--- config.mk ---
export PLATFORM = sky130hd
export DESIGN_NAME = lep_queue
export DESIGN_NICKNAME = d
export VERILOG_FILES = /design/src/lep_pkg.sv /design/src/lep_queue.sv
export SDC_FILE = /design/constraint.sdc
export NUM_CORES = 1
export LEC_CHECK = 0
export BUFFER_PORTS_ARGS = -buffer_cell sky130_fd_sc_hd__buf_4
export CAP_MARGIN = 20
export CORE_MARGIN = 5
export CORE_UTILIZATION = 57
export DETAILED_ROUTE_END_ITERATION = 8
export PLACE_DENSITY = 0.81
export SYNTH_ARGS = -nofsm -noshare
export SYNTH_HDL_FRONTEND = slang
export SYNTH_SLANG_ARGS = --single-unit
--- constraint.sdc ---
create_clock -name clock -period 2.8 [get_ports clock]
set_clock_uncertainty 0.1 [all_clocks]
set_input_delay 0.42 -clock clock [delete_from_list [all_inputs] [get_ports clock]]
set_output_delay 0.42 -clock clock [all_outputs]
set_load 0.02 [all_outputs]
--- src/lep_pkg.sv ---
// Shared types, constants and helpers for the leftmost-entry pivot search block.
package lep_pkg;

   localparam int unsigned COLUMNS_DEFAULT = 1024;
   localparam int unsigned ROWS_DEFAULT    = 65536;

   localparam int unsigned COL_W = 10;
   localparam int unsigned ROW_W = 16;
   localparam int unsigned CNT_W = 11;
   localparam int unsigned OFF_W = 10;

   localparam logic [CNT_W-1:0] SAT_COUNT  = 11'd2047;
   localparam logic [OFF_W-1:0] SAT_OFFSET = 10'd1023;

   localparam int unsigned QUEUE_DEPTH = 4;

   typedef struct packed {
      logic             is_query;
      logic [COL_W-1:0] column;
      logic [ROW_W-1:0] row;
      logic [OFF_W-1:0] offset;
      logic [CNT_W-1:0] weight;
   } op_type;

   typedef struct packed {
      logic             is_query_reply;
      logic             pivot_taken;
      logic [COL_W-1:0] pivot_column;
      logic [OFF_W-1:0] pivot_offset;
      logic             has_pivot;
      logic [ROW_W-1:0] pivot_row;
      logic [CNT_W-1:0] pivot_count;
   } rsp_type;

   typedef struct packed {
      logic full;
      logic empty;
   } queue_status_type;

   typedef enum logic [1:0] {
      BACK_CLEAR,
      BACK_IDLE,
      BACK_EVAL
   } back_state_type;

   // Remainder by an elaboration-time constant, by restoring compare-subtract.
   function automatic logic [15:0] mod_const(input logic [15:0] value,
                                             input int unsigned divisor);
      logic [31:0] rem;
      logic [31:0] step;
      rem = {16'd0, value};
      for (int k = 15; k >= 0; k--) begin
         step = 32'(divisor) << k;
         if (divisor < 32'd65536 && step <= 32'd65535 && rem >= step) begin
            rem = rem - step;
         end
      end
      return rem[15:0];
   endfunction

endpackage

--- src/lep_queue.sv ---
// Short queue of classified operations between front and back.
module lep_queue (
   input  logic                     clock,
   input  logic                     reset,
   input  logic                     push,
   input  lep_pkg::op_type          push_data,
   input  logic                     pop,
   output lep_pkg::op_type          pop_data,
   output lep_pkg::queue_status_type status
);

   localparam int unsigned QAW = $clog2(lep_pkg::QUEUE_DEPTH);
   localparam int unsigned QCW = $clog2(lep_pkg::QUEUE_DEPTH + 1);

   lep_pkg::op_type  slot_ff [lep_pkg::QUEUE_DEPTH];
   logic [QAW-1:0]   wr_ptr_ff, wr_ptr_in;
   logic [QAW-1:0]   rd_ptr_ff, rd_ptr_in;
   logic [QCW-1:0]   count_ff, count_in;
   logic             do_push, do_pop;

   assign status.full  = (count_ff == QCW'(lep_pkg::QUEUE_DEPTH));
   assign status.empty = (count_ff == '0);
   assign do_push = push && !status.full;
   assign do_pop  = pop && !status.empty;
   assign pop_data = slot_ff[rd_ptr_ff];

   always_comb begin
      wr_ptr_in = do_push ? wr_ptr_ff + 1'b1 : wr_ptr_ff;
      rd_ptr_in = do_pop  ? rd_ptr_ff + 1'b1 : rd_ptr_ff;
      count_in  = count_ff;
      if (do_push && !do_pop) begin
         count_in = count_ff + 1'b1;
      end else if (do_pop && !do_push) begin
         count_in = count_ff - 1'b1;
      end
   end

   always_ff @(posedge clock) begin
      if (reset) begin
         wr_ptr_ff <= '0;
         rd_ptr_ff <= '0;
         count_ff  <= '0;
      end else begin
         wr_ptr_ff <= wr_ptr_in;
         rd_ptr_ff <= rd_ptr_in;
         count_ff  <= count_in;
      end
   end

   always_ff @(posedge clock) begin
      if (do_push) begin
         slot_ff[wr_ptr_ff] <= push_data;
      end
   end

endmodule

==> impl_results.md <==
* Netlist cell types at 22
* GR Util All Layers at 16.9%
* Clock-pin slew on the worst setup and hold paths at 0.06 ns
* Initial antenna violation count at 0
* Avg Inst Size Synth at 24.8 µm²
* Full die area at 15300 µm²
* Routed WL at 12500 µm
* Final WS setup at 0.303 ns
* Max FO, Critical Path at 20
* Status: completed
* Filler Cell Count at 746
* Count of mapped cells out of synthesis at 298
* TritonRoute pass-1 iters at 4
* Yosys warning total at 0
* RSZ-0062 raised after global routing: false
* Worst slew margin at 70.6%
* Synth Register Bits at 201
* Total power at 8.62 mW
* Final Max Tran Viols at 0
* DP Worst Slack at 0.448 ns
* Fin Setup TNS at 0 ns
* Startpoint Class: flip-flop
* Critical path type: flip-flop to output port
* Drt wl/cell at 20.6 µm
* Area Overhead vs Synth at 23.0%
* Gr ovfl total at 0
* CTS tree: yes
* Top Ports at 102
* Leak at 3.10 nW
* Crit path time final at 2.50 ns
* Via density at 5.58
* DR DRC count at 0
* Final design utilization at 71.7%
* Final Wtd Congestion at 0.770
* First-pass GRT wire length at 19600 µm
* Cell mode on critical path: buf_4
* Mapped Area at 7380 µm²
* Root Driver: clkbuf_16
* Sequential share of the synthesized area at 80.6%
* Maximum vdd drop at 0.761 mV
* Pwr per Cell Area at 949 nW/µm²
* Critical Path RT at 2.28 ns
* Worst reg2reg setup slack at 0.41 ns
* Slew @ Worst Pin at 0.435 ns
* Placeable core area at 12700 µm²
* Synth Net Count at 356
* Via count at 3390
* Die Y at 124 µm
* Worst Hold Slack at 0.0504 ns
* Vias in the first global route at 3678
* DRT iter0 DRCs at 260
* Largest net degree at the start of global routing at 49
* Post-CTS sizing at 0
* Final Hold Viols at 0
* Sink Count at 201
* Design area at 9080 µm²
* Crit path largest cell delay at 0.61 ns
* Placed cells at 571
* Crit path DAT at 1.98 ns
* Placed Area at 8420 µm²
* MaxCap Viol Count at 0
* Share of cells above drive strength 1 at 44.6%
* Worst skew pair latency at 0.46 ns
* H-tree Lvls at 1
* CTS max path bufs at 3
* ANT cells at 0
* CTS Buf Count at 20
* Setup Fix Bufs, Post-CTS at 0
* Hold-fix buffer count after cts at 0
* Final #Nets at 479
* PortBufs at 101
* Final setup violating endpoints at 0
* Worst setup EP type: output port
* Initial Utilization at 58.3%
* Antenna-violating nets left at 0
* Hold crit path type: input pin to flip-flop
* Fmax at 0.400 GHz
* Critical path, cell by cell: buf_4 -> mux4_2 -> buf_4
* Chip Width at 124 µm
* Slowest-stage cell, CP: mux4_2
* Post-DP HPWL at 7900 µm
* Cell Count, Final, Fillers Out at 607
* Fin crit share at 89.2%
* # rows at 41
==> cells by family (layout without fill, tap and decap cells) <==
group	after synthesis	count (layout)	share of synthesized area (%)
buffers and inverters	15	152	1.22
XOR/XNOR	4	4	0.475
adder cells (fa/ha/maj)	6	6	1.12
AND/OR/NAND/NOR	16	16	1.22
AO/OA/AOI/OAI	6	6	0.492
multiplexers	50	50	14.9
flip-flops	201	201	80.6
==> synthesized netlist by cell type <==
master    instances  area share [%]
fa_1              1            0.27
mux2i_1           2            0.27
clkbuf_1          3            0.15
nor3_1            1           0.068
nor3b_2           1            0.17
inv_1             4            0.20
ha_1              5            0.85
nor2_1            6            0.31
buf_2             3            0.20
and2_1            4            0.34
o21ai_0           2            0.14
dfxtp_1           9             2.4
xor2_1            4            0.47
o311ai_0          1            0.12
nand2b_1          2            0.17
edfxtp_1        192              78
mux4_2           48              15
buf_6             3            0.46
o31ai_1           1            0.10
a21oi_1           2            0.14
or3_1             2            0.17
buf_4             2            0.20
==> cells in the final DEF, fill, tap and decap left out <==
| cell | count |
|---|---|
| dfxtp_2 | 1 |
| clkbuf_8 | 2 |
| mux4_2 | 48 |
| or3_1 | 2 |
| clkinv_1 | 1 |
| nand2b_1 | 2 |
| edfxtp_1 | 192 |
| o21ai_0 | 2 |
| mux2i_1 | 2 |
| nor2_1 | 6 |
| o311ai_0 | 1 |
| clkbuf_1 | 8 |
| dfxtp_4 | 1 |
| inv_1 | 4 |
| bufinv_16 | 2 |
| o31ai_1 | 1 |
| dfxtp_1 | 7 |
| ha_1 | 5 |
| buf_12 | 4 |
| clkbuf_16 | 21 |
| clkinvlp_4 | 1 |
| clkinv_2 | 1 |
| buf_4 | 108 |
| nor3_1 | 1 |
| nor3b_2 | 1 |
| fa_1 | 1 |
| xor2_1 | 4 |
| a21oi_1 | 2 |
| and2_2 | 4 |
==> critical path: cells and delay by family (launching register included) <==
kind / cells / cell delay (ns)
muxes: 1 / 0.61
buffers and inverters: 2 / 0.54
DFF: 1 / 0.36
==> per-layer routing <==
metal | share of wire [%] | GRT usage [%]
met1 | 40 | 22.5
met2 | 51 | 28.6
met3 | 7.7 | 4.31
met4 | 1.4 | 3.74
met5 | 0 | 0
==> registers in the layout, summed over array words and instances, names as in the netlist, named ones only <==
| name | count |
|---|---|
| slot_ff | 192 |
| wr_ptr_ff | 2 |
| count_ff | 3 |
| rd_ptr_ff | 2 |
==> final timing paths <==
kind,from,to,cells past startpoint
worst max register to register,count_ff[0],count_ff[2],8
worst min-delay path,push_data[35],slot_ff[3][35],1
worst max-delay path,flip-flop,pop_data[43],3
worst min register to register,wr_ptr_ff[1],wr_ptr_ff[1],2
==> area by class of cell <==
cell class / count / area [µm²] / area share, %
sequential: 201 / 5950 / 65.5
multi-input combinational: 82 / 1350 / 14.9
timing repair buffer: 112 / 891 / 9.81
clock buffer: 31 / 583 / 6.42
tap: 172 / 215 / 2.37
clock inverter: 5 / 76.3 / 0.840
inverter: 4 / 15.0 / 0.165
==> power breakdown <==
| part | total (mW) | internal, mW | switching [mW] |
|---|---|---|---|
| Combinational | 2.29 | 1.10 | 1.19 |
| Clock | 2.60 | 1.62 | 0.986 |
| Sequential | 3.73 | 3.62 | 0.109 |
Power figures use the tool's default switching activity.
