$ cat config.mk
export PLATFORM = sky130hd
export DESIGN_NAME = lep_front
export DESIGN_NICKNAME = d
export VERILOG_FILES = /design/src/lep_pkg.sv /design/src/lep_front.sv
export SDC_FILE = /design/constraint.sdc
export NUM_CORES = 1
export LEC_CHECK = 0
export BUFFER_PORTS_ARGS = -buffer_cell sky130_fd_sc_hd__buf_2
export CAP_MARGIN = 40
export CORE_MARGIN = 4
export CORE_UTILIZATION = 51
export DETAILED_ROUTE_END_ITERATION = 8
export PLACE_DENSITY_LB_ADDON = 0.12
export RECOVER_POWER = 100
export SETUP_SLACK_MARGIN = 0.3
export SLEW_MARGIN = 40
export SYNTH_ARGS = -nofsm -noshare
export SYNTH_HDL_FRONTEND = slang
export SYNTH_SLANG_ARGS = --single-unit
$ cat constraint.sdc
create_clock -name clock -period 3.26 [get_ports clock]
set_clock_uncertainty 0.15 [all_clocks]
set_input_delay 0.652 -clock clock [delete_from_list [all_inputs] [get_ports clock]]
set_output_delay 0.652 -clock clock [all_outputs]
set_load 0.01 [all_outputs]
$ cat src/lep_pkg.sv
// Shared types, constants and helpers for the leftmost-entry pivot search block.
package lep_pkg;

   localparam int unsigned COLUMNS_DEFAULT = 1024;
   localparam int unsigned ROWS_DEFAULT    = 65536;

   localparam int unsigned COL_W = 10;
   localparam int unsigned ROW_W = 16;
   localparam int unsigned CNT_W = 11;
   localparam int unsigned OFF_W = 10;

   localparam logic [CNT_W-1:0] SAT_COUNT  = 11'd2047;
   localparam logic [OFF_W-1:0] SAT_OFFSET = 10'd1023;

   localparam int unsigned QUEUE_DEPTH = 4;

   typedef struct packed {
      logic             is_query;
      logic [COL_W-1:0] column;
      logic [ROW_W-1:0] row;
      logic [OFF_W-1:0] offset;
      logic [CNT_W-1:0] weight;
   } op_type;

   typedef struct packed {
      logic             is_query_reply;
      logic             pivot_taken;
      logic [COL_W-1:0] pivot_column;
      logic [OFF_W-1:0] pivot_offset;
      logic             has_pivot;
      logic [ROW_W-1:0] pivot_row;
      logic [CNT_W-1:0] pivot_count;
   } rsp_type;

   typedef struct packed {
      logic full;
      logic empty;
   } queue_status_type;

   typedef enum logic [1:0] {
      BACK_CLEAR,
      BACK_IDLE,
      BACK_EVAL
   } back_state_type;

   // Remainder by an elaboration-time constant, by restoring compare-subtract.
   function automatic logic [15:0] mod_const(input logic [15:0] value,
                                             input int unsigned divisor);
      logic [31:0] rem;
      logic [31:0] step;
      rem = {16'd0, value};
      for (int k = 15; k >= 0; k--) begin
         step = 32'(divisor) << k;
         if (divisor < 32'd65536 && step <= 32'd65535 && rem >= step) begin
            rem = rem - step;
         end
      end
      return rem[15:0];
   endfunction

endpackage

$ cat src/lep_front.sv
// Front end: reduces indices, tracks the running leftmost entry, emits row ends and queries.
module lep_front #(
   parameter int unsigned COLUMNS = lep_pkg::COLUMNS_DEFAULT,
   parameter int unsigned ROWS    = lep_pkg::ROWS_DEFAULT
) (
   input  logic                        clock,
   input  logic                        reset,
   input  logic                        accept,
   input  logic                        command,
   input  logic [lep_pkg::COL_W-1:0]   column,
   input  logic [lep_pkg::ROW_W-1:0]   row_index,
   input  logic                        last_in_row,
   output logic                        op_push,
   output lep_pkg::op_type             op_data
);

   logic [lep_pkg::COL_W-1:0] col_red;
   logic [lep_pkg::ROW_W-1:0] row_red;
   logic [lep_pkg::COL_W-1:0] min_col_ff, min_col_in;
   logic [lep_pkg::OFF_W-1:0] min_off_ff, min_off_in;
   logic [lep_pkg::CNT_W-1:0] seen_ff, seen_in;
   logic [lep_pkg::COL_W-1:0] upd_col;
   logic [lep_pkg::OFF_W-1:0] upd_off;
   logic [lep_pkg::CNT_W-1:0] upd_seen;
   logic                      is_entry;

   assign col_red = lep_pkg::COL_W'(lep_pkg::mod_const(16'(column), COLUMNS));
   assign row_red = lep_pkg::mod_const(row_index, ROWS);
   assign is_entry = accept && !command;

   always_comb begin
      upd_col = min_col_ff;
      upd_off = min_off_ff;
      if (seen_ff == '0 || col_red < min_col_ff) begin
         upd_col = col_red;
         upd_off = (seen_ff > lep_pkg::CNT_W'(lep_pkg::SAT_OFFSET))
                   ? lep_pkg::SAT_OFFSET : seen_ff[lep_pkg::OFF_W-1:0];
      end
      upd_seen = (seen_ff < lep_pkg::SAT_COUNT) ? seen_ff + 1'b1 : seen_ff;

      min_col_in = min_col_ff;
      min_off_in = min_off_ff;
      seen_in    = seen_ff;
      if (is_entry) begin
         if (last_in_row) begin
            min_col_in = '0;
            min_off_in = '0;
            seen_in    = '0;
         end else begin
            min_col_in = upd_col;
            min_off_in = upd_off;
            seen_in    = upd_seen;
         end
      end
   end

   always_comb begin
      op_push          = accept && (command || last_in_row);
      op_data.is_query = command;
      op_data.column   = command ? col_red : upd_col;
      op_data.row      = row_red;
      op_data.offset   = command ? '0 : upd_off;
      op_data.weight   = upd_seen;
   end

   always_ff @(posedge clock) begin
      if (reset) begin
         min_col_ff <= '0;
         min_off_ff <= '0;
         seen_ff    <= '0;
      end else begin
         min_col_ff <= min_col_in;
         min_off_ff <= min_off_in;
         seen_ff    <= seen_in;
      end
   end

endmodule

==> out/results.ini, run 1 <==
[logic_synthesis]
synth_edf_count=0
syn_area_um2=2370
synthArstFlopShare=0
syn_avg_cell_area_um2=7.76
yosysTopAreaCellShare=0.262
yosysTopAreaCell=dfxtp_1
synthTopCellsByArea=dfxtp_1, a211oi_1, o221ai_1
yosys.cell_types.count=48
synthFlopType=dfxtp_1
ys_ff_latch=31
syn-num-nets=347
seq_area_frac_synth=0.262
yosys-top-cells-count=dfxtp_1, nand2_1, nand3_1, inv_1
yosysMostFrequentCell=dfxtp_1
ys_warn_count=0
syn_inst=305

[detailed_routing]
wl_um=6700
first_pass_iters=4
ant_nets=0
drc=0
drtIter0Drc=164
via_per_inst=6.04
wl_per_cell_um=17.0
num_vias=2373

[timing]
fin_tns_setup_ps=0
whs_ps=324
setup_ws_ps=162
rsz0062_at_grt=yes
drv_slew=0
period_needed_ps=3100
setup_viol=0
fin_crit_sh=0.950
tightest_slew_ps=1020
finalHoldViolCount=0
fmax_mhz=323
maxSlewHeadroom=0.322

[setup_path]
reg2regPathDepth=8
critPathKind=in -> out
worstSetupStartpointType=primary input
required_ps=2460
arrival_ps=2300
worstPathMaxFanout=5
critPathCaptureType=output pin

[floorplan]
die-height_um=76.1
die_area_um2=5800
num_io_pins=80
rows=24
die_x_um=76.1
initial_core_util=0.536
design.core.area_um2=4410

[global_routing]
grt_use_total=0.220
grt_pass1_wl_um=10700
grt_pass1_vias=2213
grt_max_degree=26
antenna_found_initial=0
grt_overflow=0

[cells_and_area]
fin_nets=383
antenna_cells=0
area_delta_synth_final_pct=24.1
drive_gt1_frac=0.282

[power]
peakVddDrop_uv=196
leakagePower_nw=1.14
power_density_nw_per_um2=310

[job]
cap_violations=0

[placed_design]
gp_congestion=0.820
dpl.hpwl_um=4220
pre_cts_ws_ps=81.8
portBuffers=47

[cts]
clk_latency_ps=290
cts_htree_levels=2
cts_tree=built
numCtsBuffers=5
path_clk_slew_ps=60
root_buffer=clkbuf_8
cts_buffer_depth=2
clock_sinks=31

[run_status]
outcome=completed

[hold_path]
min_path_type=reg -> reg
min_path_cells=2

## power by group
| group | total (mW) | leakage [nW] | switching (mW) | internal, mW |
|---|---|---|---|---|
| logic | 0.206 | 0.842 | 0.121 | 0.0858 |
| clock network | 0.316 | 0.0470 | 0.151 | 0.166 |
| registers | 0.388 | 0.252 | 0.00412 | 0.384 |
| total | 0.910 | 1.14 | 0.275 | 0.635 |
## final timing paths
| check | start | to | slack [ps] |
|---|---|---|---|
| max | column[3] | op_data[40] | 160 |
| min | min_col_ff[3] | min_col_ff[3] | 320 |
| max reg2reg | seen_ff[0] | min_col_ff[8] | 750 |
| min reg2reg | min_col_ff[3] | min_col_ff[3] | 320 |
## repair_timing
item,in CTS,in global routing
pin swaps,18,8
hold endpoints to repair,0,0
cloned,1,0
hold buffers,0,0
endpoints found under the setup margin,20,20
resized for setup,45,13
setup buffers,6,1
## per-stage QoR
step           area [µm²]  total power [mW]  utilization  instances
3_3_place_gp         2530             0.546        0.574        378
6_report             2940             0.910        0.666        393
2_1_floorplan        2370             0.513            -        305
4_1_cts              2930             0.903        0.665        392
5_1_grt              2940             0.948        0.666        393
3_5_place_dp         2530             0.547        0.574        378
## area by class of cell
class	instances	area, µm²
Sequential cell	31	626
Fill cell	393	1480
Timing Repair Buffer	71	434
Tap cell	52	65.1
Clock inverter	1	5.00
Clock buffer	6	82.6
Inverter	23	86.3
Multi-Input combinational cell	209	1640
## kinds of logic after synthesis
family,Yosys count,synth area share
AND/OR/NAND/NOR,98,0.206
adder cells (fa/ha/maj),11,0.0581
AO/OA/AOI/OAI,84,0.265
buffers and inverters,65,0.143
multiplexers,11,0.0470
flip-flops,31,0.262
XOR/XNOR,5,0.0185
## layer usage
layer	track usage	vias to the layer above	routed length, µm
li1	-	1170	-
met1	0.299	1115	3060
met2	0.342	76	3080
met3	0.0473	12	453
met4	0.0804	0	104
met5	0	-	0
## state kept, by name (all words and copies together) (netlist names)
register,cells
seen_ff,11
min_col_ff,10
min_off_ff,10
## cells in the final DEF (no fill, tap or decap), drive strengths merged, types with 10 or more instances in the layout
| cell | n |
|---|---|
| buf | 42 |
| clkbuf | 35 |
| dfxtp | 31 |
| nand2 | 29 |
| nand3 | 26 |
| inv | 23 |
| nor2 | 23 |
| a211oi | 21 |
| o221ai | 18 |
| ha | 11 |
| mux2i | 10 |
| o21ai | 10 |
## worst max-delay path, cell delays in order
cell,delay [ps]
buf_8,100
ha_4,260
a211oi_2,60
nor2_2,230
a31oi_4,120
a211o_4,390
buf_6,150
mux2i_1,150
clkbuf_1,170
Note: power is estimated with default switching activity, not from simulation.
==> inputs of run 2 (changes only) <==
--- a/config.mk
+++ b/config.mk
@@ -12,6 +12,7 @@
 export DETAILED_ROUTE_END_ITERATION = 8
 export PLACE_DENSITY_LB_ADDON = 0.12
 export RECOVER_POWER = 100
+export REMOVE_ABC_BUFFERS = 1
 export SETUP_SLACK_MARGIN = 0.3
 export SLEW_MARGIN = 40
 export SYNTH_ARGS = -nofsm -noshare
==> run 2 against run 1 <==
Compared with the run above: clock power is 11% higher; power increased by 12%; utilization is 8.0 points higher; largest cell class unchanged; final cell count increased by 4.1%; critical path depth unchanged; count of clock-buffer cells in the layout up 2.
==> out/results.ini, run 2 (synthesis results as in run 1) <==
[run_status]
outcome=completed  ; unchanged

[cts]
clk_latency_ps=290  ; about the same
cts_htree_levels=2  ; unchanged
clock_sinks=31  ; unchanged
cts_buffer_depth=2  ; unchanged
ctsHoldBuffers=0  ; unchanged
numCtsBuffers=5  ; unchanged
root_buffer=clkbuf_8  ; unchanged
path_clk_slew_ps=60  ; about the same
cts_tree=built  ; unchanged

[setup_path]
arrival_ps=2400  ; was 2300 ps
critPathCaptureType=output pin  ; unchanged
worstSetupStartpointType=primary input  ; unchanged
slowest_stage=a211o_4  ; unchanged
critPathKind=in -> out  ; unchanged
critPathMaxStageDelay_ps=380  ; was 390 ps
cp_common_cell=buf_8
worstPathMaxFanout=6  ; was 5
cp_num_buf_inv=3  ; unchanged
path_cells=buf_8 -> ha_4 -> a211oi_2 -> nor2_2 -> a31oi_4 -> a211o_4 -> buf_8 -> mux2i_1 -> buf_2  ; was buf_8 -> ha_4 -> a211oi_2 -> nor2_2 -> a31oi_4 -> a211o_4 -> buf_6 -> mux2i_1 -> clkbuf_1
path_delay_family=compound AO/OA/AOI/OAI gates  ; unchanged
required_ps=2460  ; about the same

[placed_design]
pre_cts_ws_ps=98.0  ; was 81.8 ps
dpl.hpwl_um=4590  ; was 4220 µm
portBuffers=47  ; unchanged
dpl_cell_area_um2=2550  ; was 2530 µm²
gp_congestion=0.824  ; was 0.820
placed_cells=380  ; was 378

[power]
peakVddDrop_uv=185  ; was 196 µV
leakagePower_nw=1.29  ; was 1.14 nW
power_density_nw_per_um2=309  ; was 310 nW/µm²

[timing]
rsz0062_at_grt=yes  ; unchanged
fmax_mhz=313  ; was 323 MHz
tightest_slew_ps=1050  ; was 1020 ps
period_needed_ps=3200  ; was 3100 ps
maxSlewHeadroom=0.301  ; was 0.322
fin_crit_sh=0.981  ; was 0.950
drv_slew=0  ; unchanged
setup_ws_ps=62.6  ; was 162 ps
setup_viol=0  ; unchanged
finalHoldViolCount=0  ; unchanged

[cells_and_area]
final_common_cell=nand2_1
largest_reg_flops=11  ; unchanged
final_cell_mix=nand2_1, dfxtp_1, buf_6  ; was nand2_1, clkbuf_1, dfxtp_1
instances_no_fill=409  ; was 393
area_delta_synth_final_pct=39.0  ; was 24.1%
top_register=seen_ff  ; unchanged
drive_gt1_frac=0.375  ; was 0.282
final_area_um2=3290  ; was 2940 µm²
antenna_cells=0  ; unchanged
fin_nets=398  ; was 383
reg_top3=seen_ff x11, min_col_ff x10, min_off_ff x10  ; unchanged
utilization=0.745  ; was 0.666

[floorplan]
rows=24  ; unchanged
die_x_um=76.1  ; unchanged
die-height_um=76.1  ; unchanged
die_area_um2=5800  ; unchanged
num_io_pins=80  ; unchanged
design.core.area_um2=4410  ; unchanged
initial_core_util=0.536  ; unchanged

[detailed_routing]
first_pass_iters=6  ; was 4
drtIter0Drc=366  ; was 164
num_vias=2793  ; was 2373
wl_um=8820  ; was 6700 µm
drc=0  ; unchanged
ant_nets=0  ; unchanged
via_per_inst=6.83  ; was 6.04
wl_per_cell_um=21.6  ; was 17.0 µm

[job]
cap_violations=0  ; unchanged

[global_routing]
grt_overflow=0  ; unchanged
grt_use_total=0.244  ; was 0.220
grt_pass1_vias=2411  ; was 2213
antenna_found_initial=0  ; unchanged
grt_max_degree=23  ; was 26
grt_pass1_wl_um=11900  ; was 10700 µm

[hold_path]
min_path_type=reg -> reg  ; unchanged

[run 2: changes by cell type in the layout (fill, tap and decap cells not counted), sizes merged]
cell	delta
buf	+22
clkbuf	-5
clkinv	-1
[run 2: per-stage QoR]
stage	TNS, ps	hold slack (ps)	power [mW]
2_1_floorplan	-1440	304	0.480
3_3_place_gp	0	320	0.546
3_5_place_dp	0	329	0.548
4_1_cts	0	322	0.956
5_1_grt	-6.97	357	1.05
6_report	0	332	1.02
[run 2: layer usage]
metal / track usage / vias to the layer above / wire, µm
li1: - / 1202 / -
met1: 0.338 / 1333 / 3500
met2: 0.370 / 207 / 4080
met3: 0.0721 / 51 / 838
met4: 0.0612 / 0 / 389
met5: 0 / - / 0
[run 2: tightest hold or removal path: cells and delay by family, from the launching register on]
kind               cells  cell delay (ps)
AOI/OAI and AO/OA      1               50
DFF                    1              340
and+or+nand+nor        1               60
[run 2: power breakdown]
part / switching (mW) / leakage (nW) / internal [mW]
sequential: 0.00392 / 0.253 / 0.384
clock: 0.157 / 0.0515 / 0.193
combinational: 0.150 / 0.985 / 0.129
[run 2: worst paths after layout]
path,from,to,slack (ps),cells past startpoint
worst min-delay path,min_col_ff[9],min_col_ff[9],330,2
worst max-delay path,column[3],op_data[42],60,9
worst max register to register,min_col_ff[4],min_off_ff[5],210,18
worst min register to register,min_col_ff[9],min_col_ff[9],330,2
[run 2: repair_timing]
| action | 4_1_cts | 5_1_grt |
|---|---|---|
| gates cloned | 1 | 3 |
| gates resized for setup | 46 | 65 |
| setup endpoints to repair | 20 | 38 |
| setup buffers | 14 | 3 |
| pin swaps | 25 | 17 |
[run 2: layout make-up]
| class | count | area (µm²) |
|---|---|---|
| clock buffers | 8 | 100 |
| fillers | 332 | 1120 |
| inverters | 23 | 88.8 |
| multi-input cells | 209 | 1750 |
| flip-flops and latches | 31 | 627 |
| well taps | 52 | 65.1 |
| repair buffers | 86 | 661 |
